==> config.mk <==
export PLATFORM = sky130hd
export DESIGN_NAME = apsel_ram
export DESIGN_NICKNAME = d
export VERILOG_FILES = /design/src/rtl/apsel_ram.sv
export SDC_FILE = /design/constraint.sdc
export NUM_CORES = 2
export LEC_CHECK = 0
export ABC_AREA = 1
export ABC_CLOCK_PERIOD_IN_PS = 7740
export BUFFER_PORTS_ARGS = -buffer_cell sky130_fd_sc_hd__buf_2
export CAP_MARGIN = 30
export CORE_MARGIN = 2
export CORE_UTILIZATION = 35
export DETAILED_ROUTE_END_ITERATION = 7
export GPL_ROUTABILITY_DRIVEN = 0
export SLEW_MARGIN = 10
export SYNTH_ARGS = -nofsm -noshare
export SYNTH_HDL_FRONTEND = slang
export SYNTH_SLANG_ARGS = --single-unit
==> constraint.sdc <==
create_clock -name clock -period 7.74 [get_ports clock]
set_input_delay 0.774 -clock clock [delete_from_list [all_inputs] [get_ports clock]]
set_output_delay 0.774 -clock clock [all_outputs]
set_load 0.05 [all_outputs]
==> src/rtl/apsel_ram.sv <==
module apsel_ram #(
   parameter int WIDTH = 32,
   parameter int DEPTH = 128
) (
   input  logic                     clock,
   input  logic                     we,
   input  logic [$clog2(DEPTH)-1:0] waddr,
   input  logic [WIDTH-1:0]         wdata,
   input  logic [$clog2(DEPTH)-1:0] raddr,
   output logic [WIDTH-1:0]         rdata
);
   logic [WIDTH-1:0] mem [DEPTH];
   logic [WIDTH-1:0] rdata_ff;

   always_ff @(posedge clock) begin
      if (we) begin
         mem[waddr] <= wdata;
      end
      rdata_ff <= mem[raddr];
   end

   assign rdata = rdata_ff;
endmodule

==> impl_metrics.toml <==
[status]
run_status = "finished clean"

[timing]
finalHoldViolations = 0
final_hold_slack_ns = 0.215
final_max_slew_viol_count = 0
max_slew.worst_pin.slew_ns = 1.05
relative_slew_slack_pct = 30.2
timing.setup.tns_ns = 0
finalWorstPathRequiredPeriod_ns = 3.78
rsz0062_at_grt = "no"
finClkSkew_ns = 0.0719
achievable-frequency_ghz = 0.265
setup_viol_count_final = 0
final.period_utilization_pct = 48.8

[setup_path]
critical-path-slowest-cell = "inv_16"
crit_arrival_ns = 4.68
critPathMaxFanout = 187
kind_of_start_point_of_the_critical_path = "primary input"
critical-path-max-stage-delay_ns = 0.67
worstRegToRegCells = 8
path_delay_family = "simple AND/OR/NAND/NOR gates"
critical_path.most_common_cell = "nand3_1"
cp.required_ns = 8.64
critPathKind = "in -> reg"
critical_path.reg2reg.startpoint = "mem[126][4]"
critPathCaptureType = "flop"
register_to_register_setup_slack_ns = 5.26
r2r_end = "rdata[4]"
path_cells = "buf_12 > inv_16 > buf_12 > nand2_1 > nand3_1 > nand3_1 > nand3_1 > nand3_1 > nand3_1 > nand3_1 > nand2_1"
worst-path-buf-inv = 3

[route]
avgRoutedWirePerCell_um = 25.3
detailed_route_via_count = 108000
drc = 0
routed_wirelength_mm = 501
drt-initial-drc-count = 14600
firstDrtPassIters = 8
detail-route-antenna-nets = 0
route.detailed.vias_per_inst = 5.43

[pwr]
power.net_switching_uw = 10900
power_frac_seq_pct = 52.3
comb_power_share_pct = 6.3
leakagePower_uw = 0.0632
p_sw_share_pct = 23.1
worst_ir_drop_vdd_v = 0.000208
power.density_cell_area_nw_per_um2 = 255
total_power_uw = 47300
power.internal_uw = 36400
clock_power_share_pct = 41.4

[logic_synthesis]
synth_most_common_cell = "nand2_1"
synthesized_area_per_cell_um2 = 12.3
synth_top_cells_by_count = "4151 x nand2_1, 4096 x edfxtp_1, 4035 x nand3_1"
postSynth.topFlopCell = "edfxtp_1"
ys_seq_area_share_pct = 75.1
post-synth-top-area-fraction_pct = 74.7
synth_edf_count = 4096
synth-seq-cells = 4128
synth_nets = 13400
synthCells = 13400
synth.distinct_cells = 15
yosysWarnings = 0
post_synth_instance_area_um2 = 165000
async_flop_share_pct = 0
synth_top_area_cell = "edfxtp_1"
synth_area_leaders = "edfxtp_1 75%, nand3_1 12%, nand2_1 9.5%"

[die]
floorplan.die_area_um2 = 476000
dieWidth_um = 690
initial_core_utilization_pct = 35.2
core.rowCount = 251
top_level_ports = 80
core_um2 = 468000
die_y_um = 690

[clock_tree]
postCtsSetupRepairBufs = 0
cts_resized = 0
clk_transition_reported_paths_ns = 0.06
clock_tree_from_tritoncts = "yes"
cts-hold-fix-buffers = 0
clkLatencyLatePin_ns = 0.98
h-tree-depth = 5
root_buffer = "clkbuf_16"
cts_buffers = 415
clock_tree_buf_depth = 4
tritoncts_num_sinks = 4128

[min_path]
hold_class = "in -> reg"
min-delay-start = "wdata[22]"
hold-path-cell-count = 1
whs_endpoint = "mem[113][22]"

[global_route]
met1_usage_pct = 29.5
globalRouteMet3Util_pct = 3.98
grt_pass1_wl_mm = 719
grtUsageTotal_pct = 20.5
globalRouteOverflowTotal = 0
grt_antenna_before_repair = 41
grt_max_degree = 188
global_route.peak_usage_layer = "met2"
grtUsageMet2_pct = 31.6
first_global_vias = 100000

[final_layout]
postLayoutCoreUtil_pct = 39.6
multi_input_comb_area_um2 = 37300
design.final.nets = 13300
area_delta_synth_final_pct = 12.7
sequential_cell_area_um2 = 124000
drive_above_1_share_pct = 7.97
fillerInstances = 43300

[placement]
port-buffer-count = 79
dp_hpwl_mm = 263

[run]
drv_cap = 0
## flip-flops by register name, indices dropped and copies added, names as in the netlist
name   count
rdata     32
mem     4096
## routing by layer
layer	vias up	part of all wire (%)
li1	47800	-
met4	16	2.7
met2	5340	45
met5	-	0.022
met3	725	10
met1	53900	42
## how the worst max path moves through the flow
stage,start,end,slack (ns),depth (start not counted)
2_1_floorplan,we,mem[105][0],4.57,4
3_3_place_gp,raddr[0],rdata[7],3.10,12
3_5_place_dp,raddr[1],rdata[26],3.11,11
4_1_cts,raddr[0],rdata[7],4.13,12
5_1_grt,raddr[0],rdata[30],3.95,11
6_report,raddr[0],rdata[13],3.96,11
## cell families after synthesis
kind of cell           after synthesis  share of synthesized area, %
AND/OR/NAND/NOR                   8328                          22.1
buffers and inverters              933                          2.84
flip-flops                        4128                          75.1
## metrics by stage
stage / cell area [um2] / cells / setup slack [ns]
after global placement: 172000 / 19100 / 3.10
final: 185000 / 19800 / 3.96
after floorplan: 165000 / 13400 / 4.57
after CTS: 185000 / 19800 / 4.13
after global routing: 185000 / 19800 / 3.95
after detailed placement: 172000 / 19100 / 3.11
## final cells by class
class                      instances  area share (%)
antenna                           25          0.0337
clock buffer                     558            6.08
clock inverter                   199           0.976
inverter                          24          0.0776
multi-input combinational       8328            20.1
sequential                      4128            66.7
tap                             6198            4.18
timing repair buffer             382            1.89
## power groups by stage
| stage | Clock (uW) | Combinational (uW) | Sequential [uW] |
|---|---|---|---|
| after floorplan | 0 | 1480 | 25300 |
| after global routing | 20600 | 3170 | 24800 |
| after detailed placement | 0 | 2930 | 25200 |
| after global placement | 0 | 2910 | 25200 |
| final | 19600 | 2960 | 24800 |
| after CTS | 19700 | 2930 | 24800 |
## cells in the final DEF, fill, tap and decap left out, types with 9 or more instances in the layout
master and count:
inv_1 18, nand2_1 4143, diode_2 25, buf_4 280, clkinv_1 83, clkbuf_8 25, nor2_4 128, buf_2 41
clkbuf_1 113, edfxtp_1 4096, nand3_1 4035, clkinv_2 63, clkbuf_16 420, bufinv_16 25, buf_12 48, dfxtp_1 32
inv_6 9
Note: power is estimated with default switching activity, not from simulation.
