<file path="src/rtl/apsel_pkg.sv">
package apsel_pkg;

   localparam int POP_MAX     = 128;
   localparam int PARENTS_MAX = 64;
   localparam int IDX_W       = $clog2(POP_MAX);
   localparam int CNT_W       = IDX_W + 1;
   localparam int PAR_W       = $clog2(PARENTS_MAX);
   localparam int EXP_BITS    = 20;
   localparam int DIV_BITS    = 48;

   localparam logic [1:0] REG_NUM_PARENTS = 2'd0;
   localparam logic [1:0] REG_POP_SIZE    = 2'd1;
   localparam logic [1:0] REG_START_TEMP  = 2'd2;
   localparam logic [1:0] REG_COOLING     = 2'd3;

   localparam logic [6:0]  NUM_PARENTS_RESET = 7'd1;
   localparam logic [7:0]  POP_SIZE_RESET    = 8'd100;
   localparam logic [31:0] START_TEMP_RESET  = 32'd65536000;
   localparam logic [15:0] COOLING_RESET     = 16'd31130;

   localparam logic [31:0] EXP_TAB [EXP_BITS] = '{
      32'd4294901760, 32'd4294836225, 32'd4294705159, 32'd4294443039,
      32'd4293918847, 32'd4292870655, 32'd4290775039, 32'd4286586874,
      32'd4278222805, 32'd4261543595, 32'd4228379999, 32'd4162825044,
      32'd4034748382, 32'd3790295335, 32'd3344923893, 32'd2605029347,
      32'd1580030168, 32'd581260615,  32'd78665070,   32'd1440801
   };

   typedef enum logic [3:0] {
      ST_LOAD, ST_SCAN, ST_PRD, ST_PWAIT, ST_ACC, ST_WRITE, ST_OSCAN, ST_OEMIT, ST_COOL
   } state_type;

   typedef enum logic [1:0] {
      A_IDLE, A_DIV, A_EXP, A_DONE
   } acc_state_type;

   typedef struct packed {
      logic        start;
      logic [31:0] diff;
      logic [31:0] temp;
      logic [15:0] draw;
   } acc_req_type;

   typedef struct packed {
      logic done;
      logic take;
   } acc_rsp_type;

endpackage

</file>
<file path="src/rtl/apsel_accept.sv">
module apsel_accept (
   input  logic                  clock,
   input  logic                  reset,
   input  apsel_pkg::acc_req_type req,
   output apsel_pkg::acc_rsp_type rsp
);
   apsel_pkg::acc_state_type state_ff, state_in;
   logic [apsel_pkg::DIV_BITS-1:0] num_ff, num_in;
   logic [31:0] rem_ff, rem_in;
   logic [31:0] t_ff, t_in;
   logic [15:0] draw_ff, draw_in;
   logic [5:0]  cnt_ff, cnt_in;
   logic [4:0]  j_ff, j_in;
   logic [31:0] r_ff, r_in;
   logic        rone_ff, rone_in;
   logic        take_ff, take_in;
   logic [32:0] rem_sh;
   logic        ge;
   logic [63:0] prod;
   logic [16:0] level;
   logic        big;

   assign rem_sh = {rem_ff, num_ff[apsel_pkg::DIV_BITS-1]};
   assign ge     = rem_sh >= {1'b0, t_ff};
   assign prod   = r_ff * apsel_pkg::EXP_TAB[j_ff];
   assign level  = rone_ff ? 17'h10000 : {1'b0, r_ff[31:16]};
   assign big    = |num_ff[apsel_pkg::DIV_BITS-1:apsel_pkg::EXP_BITS];

   always_comb begin
      state_in = state_ff;
      unique case (state_ff)
         apsel_pkg::A_IDLE: if (req.start) state_in = apsel_pkg::A_DIV;
         apsel_pkg::A_DIV:  if (cnt_ff == 6'(apsel_pkg::DIV_BITS - 1)) state_in = apsel_pkg::A_EXP;
         apsel_pkg::A_EXP:  if (big || j_ff == 5'(apsel_pkg::EXP_BITS)) state_in = apsel_pkg::A_DONE;
         apsel_pkg::A_DONE: state_in = apsel_pkg::A_IDLE;
         default:           state_in = apsel_pkg::A_IDLE;
      endcase
   end

   always_comb begin
      num_in  = num_ff;
      rem_in  = rem_ff;
      t_in    = t_ff;
      draw_in = draw_ff;
      cnt_in  = cnt_ff;
      j_in    = j_ff;
      r_in    = r_ff;
      rone_in = rone_ff;
      take_in = take_ff;
      unique case (state_ff)
         apsel_pkg::A_IDLE: begin
            num_in  = {req.diff, 16'd0};
            rem_in  = '0;
            t_in    = req.temp;
            draw_in = req.draw;
            cnt_in  = '0;
            j_in    = '0;
            rone_in = 1'b1;
         end
         apsel_pkg::A_DIV: begin
            rem_in = ge ? 32'(rem_sh - {1'b0, t_ff}) : rem_sh[31:0];
            num_in = {num_ff[apsel_pkg::DIV_BITS-2:0], ge};
            cnt_in = cnt_ff + 6'd1;
         end
         apsel_pkg::A_EXP: begin
            if (big) begin
               take_in = 1'b0;
            end else if (j_ff == 5'(apsel_pkg::EXP_BITS)) begin
               take_in = {1'b0, draw_ff} < level;
            end else begin
               if (num_ff[j_ff]) begin
                  r_in    = rone_ff ? apsel_pkg::EXP_TAB[j_ff] : prod[63:32];
                  rone_in = 1'b0;
               end
               j_in = j_ff + 5'd1;
            end
         end
         apsel_pkg::A_DONE: begin
         end
         default: begin
         end
      endcase
   end

   always_ff @(posedge clock) begin
      if (reset) begin
         state_ff <= apsel_pkg::A_IDLE;
      end else begin
         state_ff <= state_in;
      end
      num_ff  <= num_in;
      rem_ff  <= rem_in;
      t_ff    <= t_in;
      draw_ff <= draw_in;
      cnt_ff  <= cnt_in;
      j_ff    <= j_in;
      r_ff    <= r_in;
      rone_ff <= rone_in;
      take_ff <= take_in;
   end

   assign rsp.done = state_ff == apsel_pkg::A_DONE;
   assign rsp.take = take_ff;
endmodule

</file>
<file path="config.mk">
export PLATFORM = sky130hd
export DESIGN_NAME = apsel_accept
export DESIGN_NICKNAME = d
export VERILOG_FILES = /design/src/rtl/apsel_pkg.sv /design/src/rtl/apsel_accept.sv
export SDC_FILE = /design/constraint.sdc
export NUM_CORES = 2
export LEC_CHECK = 0
export BUFFER_PORTS_ARGS = -buffer_cell sky130_fd_sc_hd__buf_2
export CAP_MARGIN = 20
export CORE_MARGIN = 3
export CORE_UTILIZATION = 30
export CTS_BUF_LIST = sky130_fd_sc_hd__clkbuf_4 sky130_fd_sc_hd__clkbuf_8 sky130_fd_sc_hd__clkbuf_16
export CTS_CLUSTER_DIAMETER = 120
export DETAILED_ROUTE_END_ITERATION = 7
export PLACE_DENSITY = 0.42
export SETUP_SLACK_MARGIN = 0.15
export SLEW_MARGIN = 25
export SYNTH_ARGS = -nofsm -noshare
export SYNTH_HDL_FRONTEND = slang
export SYNTH_SLANG_ARGS = --single-unit
</file>
<file path="constraint.sdc">
create_clock -name clock -period 13.8 [get_ports clock]
set_clock_uncertainty 0.2 [all_clocks]
set_input_delay 0.69 -clock clock [delete_from_list [all_inputs] [get_ports clock]]
set_output_delay 0.69 -clock clock [all_outputs]
set_load 0.005 [all_outputs]
</file>
==> summary.txt <==
Cell Area, Synth = 0.04289 mm^2
CP max stage delay = 0.90 ns
PortBufs = 84
max cap viols = 0
# Post-CTS Setup Buffers = 0
largest net degree at the start of global routing = 89
drt pass-1 iters = 6
placed cell areas = 0.04559 mm^2
crit share post-route = 80.64%
TNS Setup = 0 ns
CP most frequent cell = fa_1
GRT Total Usage = 19.44%
Syn Nets = 5802
fin nets = 5740
drt wl/cell = 21.82 um
Clk pin slew, worst setup/hold paths = 0.10 ns
I/O pin cnt = 85
critical path startpoint category = flop
crit path DAT = 11.16 ns
WL met1 = 61.04 mm
Critical Path RT = 13.83 ns
CTS Sinks = 175
Detailed Route Iter0 Violations = 1476
Synth Register Bits = 175
syn avg cell area = 9.537 um^2
CP bufs+invs = 6
most frequent cells in the layout = inv_1, fa_1, and2_1
TritonCTS clock tree = built
H-tree levels = 4
fraction of registers with async set/reset = 0%
Hold Startpoint = req[24]
CP delay by family, top = adder cells
grt ovf = 0
root buffer cell = clkbuf_16
starting density of the core = 30.25%
chip height = 384.1 um
Post-synth EDFFs = 173
Gate Count Post-Synth = 4497
RSZ-0062 raised after global routing = false
sequential share of the synthesized area = 12.21%
drt drc = 0
critical path endpoint category = flop
DR vias/cell = 4.748
worst skew pair latency = 0.49 ns
area growth from synthesis to layout = 7.754%
dpl hpwl = 99.16 mm
synth unique cells = 80
RR Startpoint = j_ff[1]
Setup-failing EPs final = 0
Slew HR = 24.83%
Clock Tree Buf Depth = 2
hold_buf cts = 0
row count = 138
Yosys warnings = 0
launch point of the worst path = j_ff[1]
DIE WIDTH = 384.1 um
gpl congestion = 0.8554
post-route setup slack = 2.672 ns
post-route minimum period = 11.13 ns
met2 WL = 69.01 mm
predominant post-synthesis flop cell = edfxtp_1
DRT antenna net count = 0
vias in the first global route = 33.73k
via count = 30.12k
CTS Buf Count = 17
max layer used = met5
Resize count post-CTS = 0
first-pass GRT wire length = 215.3 mm
share of layout cells above drive strength 1 = 6.587%
met3 wire len = 5.461 mm
Core Region = 0.1418 mm^2
hold crit path type = in -> reg
status = completed
initial antenna violation count = 10
worst slack at placement = 2.736 ns
Hold Worst Slack = 0.1750 ns
final hold violation count = 0
most common cell after layout, fill and taps aside = inv_1
worst-path cell with the longest stage delay = edfxtp_1
CP Class = reg -> reg
final WL = 138.4 mm
fmax = 89.86 MHz
Slew @ Worst Pin = 1.128 ns
worst-path maximum fanout = 20
DIE AREA = 0.1475 mm^2
Post-Layout Inst Area = 0.04621 mm^2
Max Slew Vio Count = 0
logic make-up after synthesis:
| group | share of synthesized area [%] |
|---|---|
| AO/OA/AOI/OAI | 5.811 |
| XOR/XNOR | 1.287 |
| adder cells (fa/ha/maj) | 51.33 |
| buffers and inverters | 10.09 |
| flip-flops | 12.21 |
| multiplexers | 2.063 |
| AND/OR/NAND/NOR | 17.21 |
worst register-to-register path, delay by kind of cell (launching register included):
kind | cells | cell delay [ns]
AO/OA/AOI/OAI | 9 | 2.85
adder cells (fa/ha/maj) | 10 | 4.75
buffers and inverters | 6 | 1.03
flip-flops | 1 | 0.90
AND/OR/NAND/NOR | 5 | 1.15
sequential cells by signal (all words and copies together), names as in the netlist, 2 cells and up:
signal / flops
num_ff: 48
r_ff: 32
rem_ff: 32
t_ff: 32
draw_ff: 16
cnt_ff: 6
j_ff: 5
state_ff: 2
per-stage QoR:
| step | cells | utilization (%) |
|---|---|---|
| floorplan | 4497 | - |
| global placement | 6304 | 32.13 |
| detailed placement | 6306 | 32.16 |
| CTS | 6338 | 32.59 |
| global route | 6338 | 32.59 |
| finish | 6343 | 32.60 |
synth_stat cells (10+ instances only):
| master | count | area share, % |
|---|---|---|
| nor3_1 | 16 | 0.19 |
| nor2_1 | 84 | 0.74 |
| o21ai_1 | 10 | 0.12 |
| nand2b_1 | 19 | 0.28 |
| ha_1 | 326 | 9.5 |
| a211oi_1 | 10 | 0.18 |
| mux2i_1 | 31 | 0.72 |
| nand3_1 | 25 | 0.29 |
| clkbuf_1 | 232 | 2.0 |
| xnor2_1 | 42 | 0.86 |
| o21a_1 | 14 | 0.25 |
| and3_1 | 12 | 0.18 |
| nor2b_1 | 148 | 2.2 |
| edfxtp_1 | 173 | 12 |
| mux2_2 | 34 | 0.89 |
| a21o_1 | 45 | 0.79 |
| fa_1 | 896 | 42 |
| o21ai_0 | 78 | 0.91 |
| a31oi_1 | 16 | 0.23 |
| xor2_1 | 21 | 0.43 |
| and2_1 | 539 | 7.9 |
| a21oi_1 | 131 | 1.5 |
| inv_1 | 900 | 7.9 |
| o21bai_1 | 10 | 0.18 |
| nand2_1 | 523 | 4.6 |
| nand4_1 | 23 | 0.34 |
metal layers:
metal  vias to the layer above  track usage [%]
met5                         -                0
met4                         2            4.419
met3                       149            2.077
met2                       621            33.90
met1                     15805            25.87
li1                      13542                -
layout make-up:
type                    instances  area, um^2
fillers                     14746       95540
multi-input cells            3174       33550
clock inverters                15       191.4
well taps                    1890        2365
flip-flops and latches        175        5235
inverters                     901        3382
diodes                          5       12.51
repair buffers                166        1051
clock buffers                  17       425.4
final timing paths:
check                     end  depth (start not counted)  slack (ns)
setup / recovery     r_ff[31]                         30        2.67
hold / removal        t_ff[8]                          1        0.17
hold reg to reg   state_ff[0]                          2        0.35
setup reg to reg     r_ff[31]                         30        2.67
Power is not shown: default switching activity piles up to over one toggle a cycle in this logic, so the estimate is an artifact.
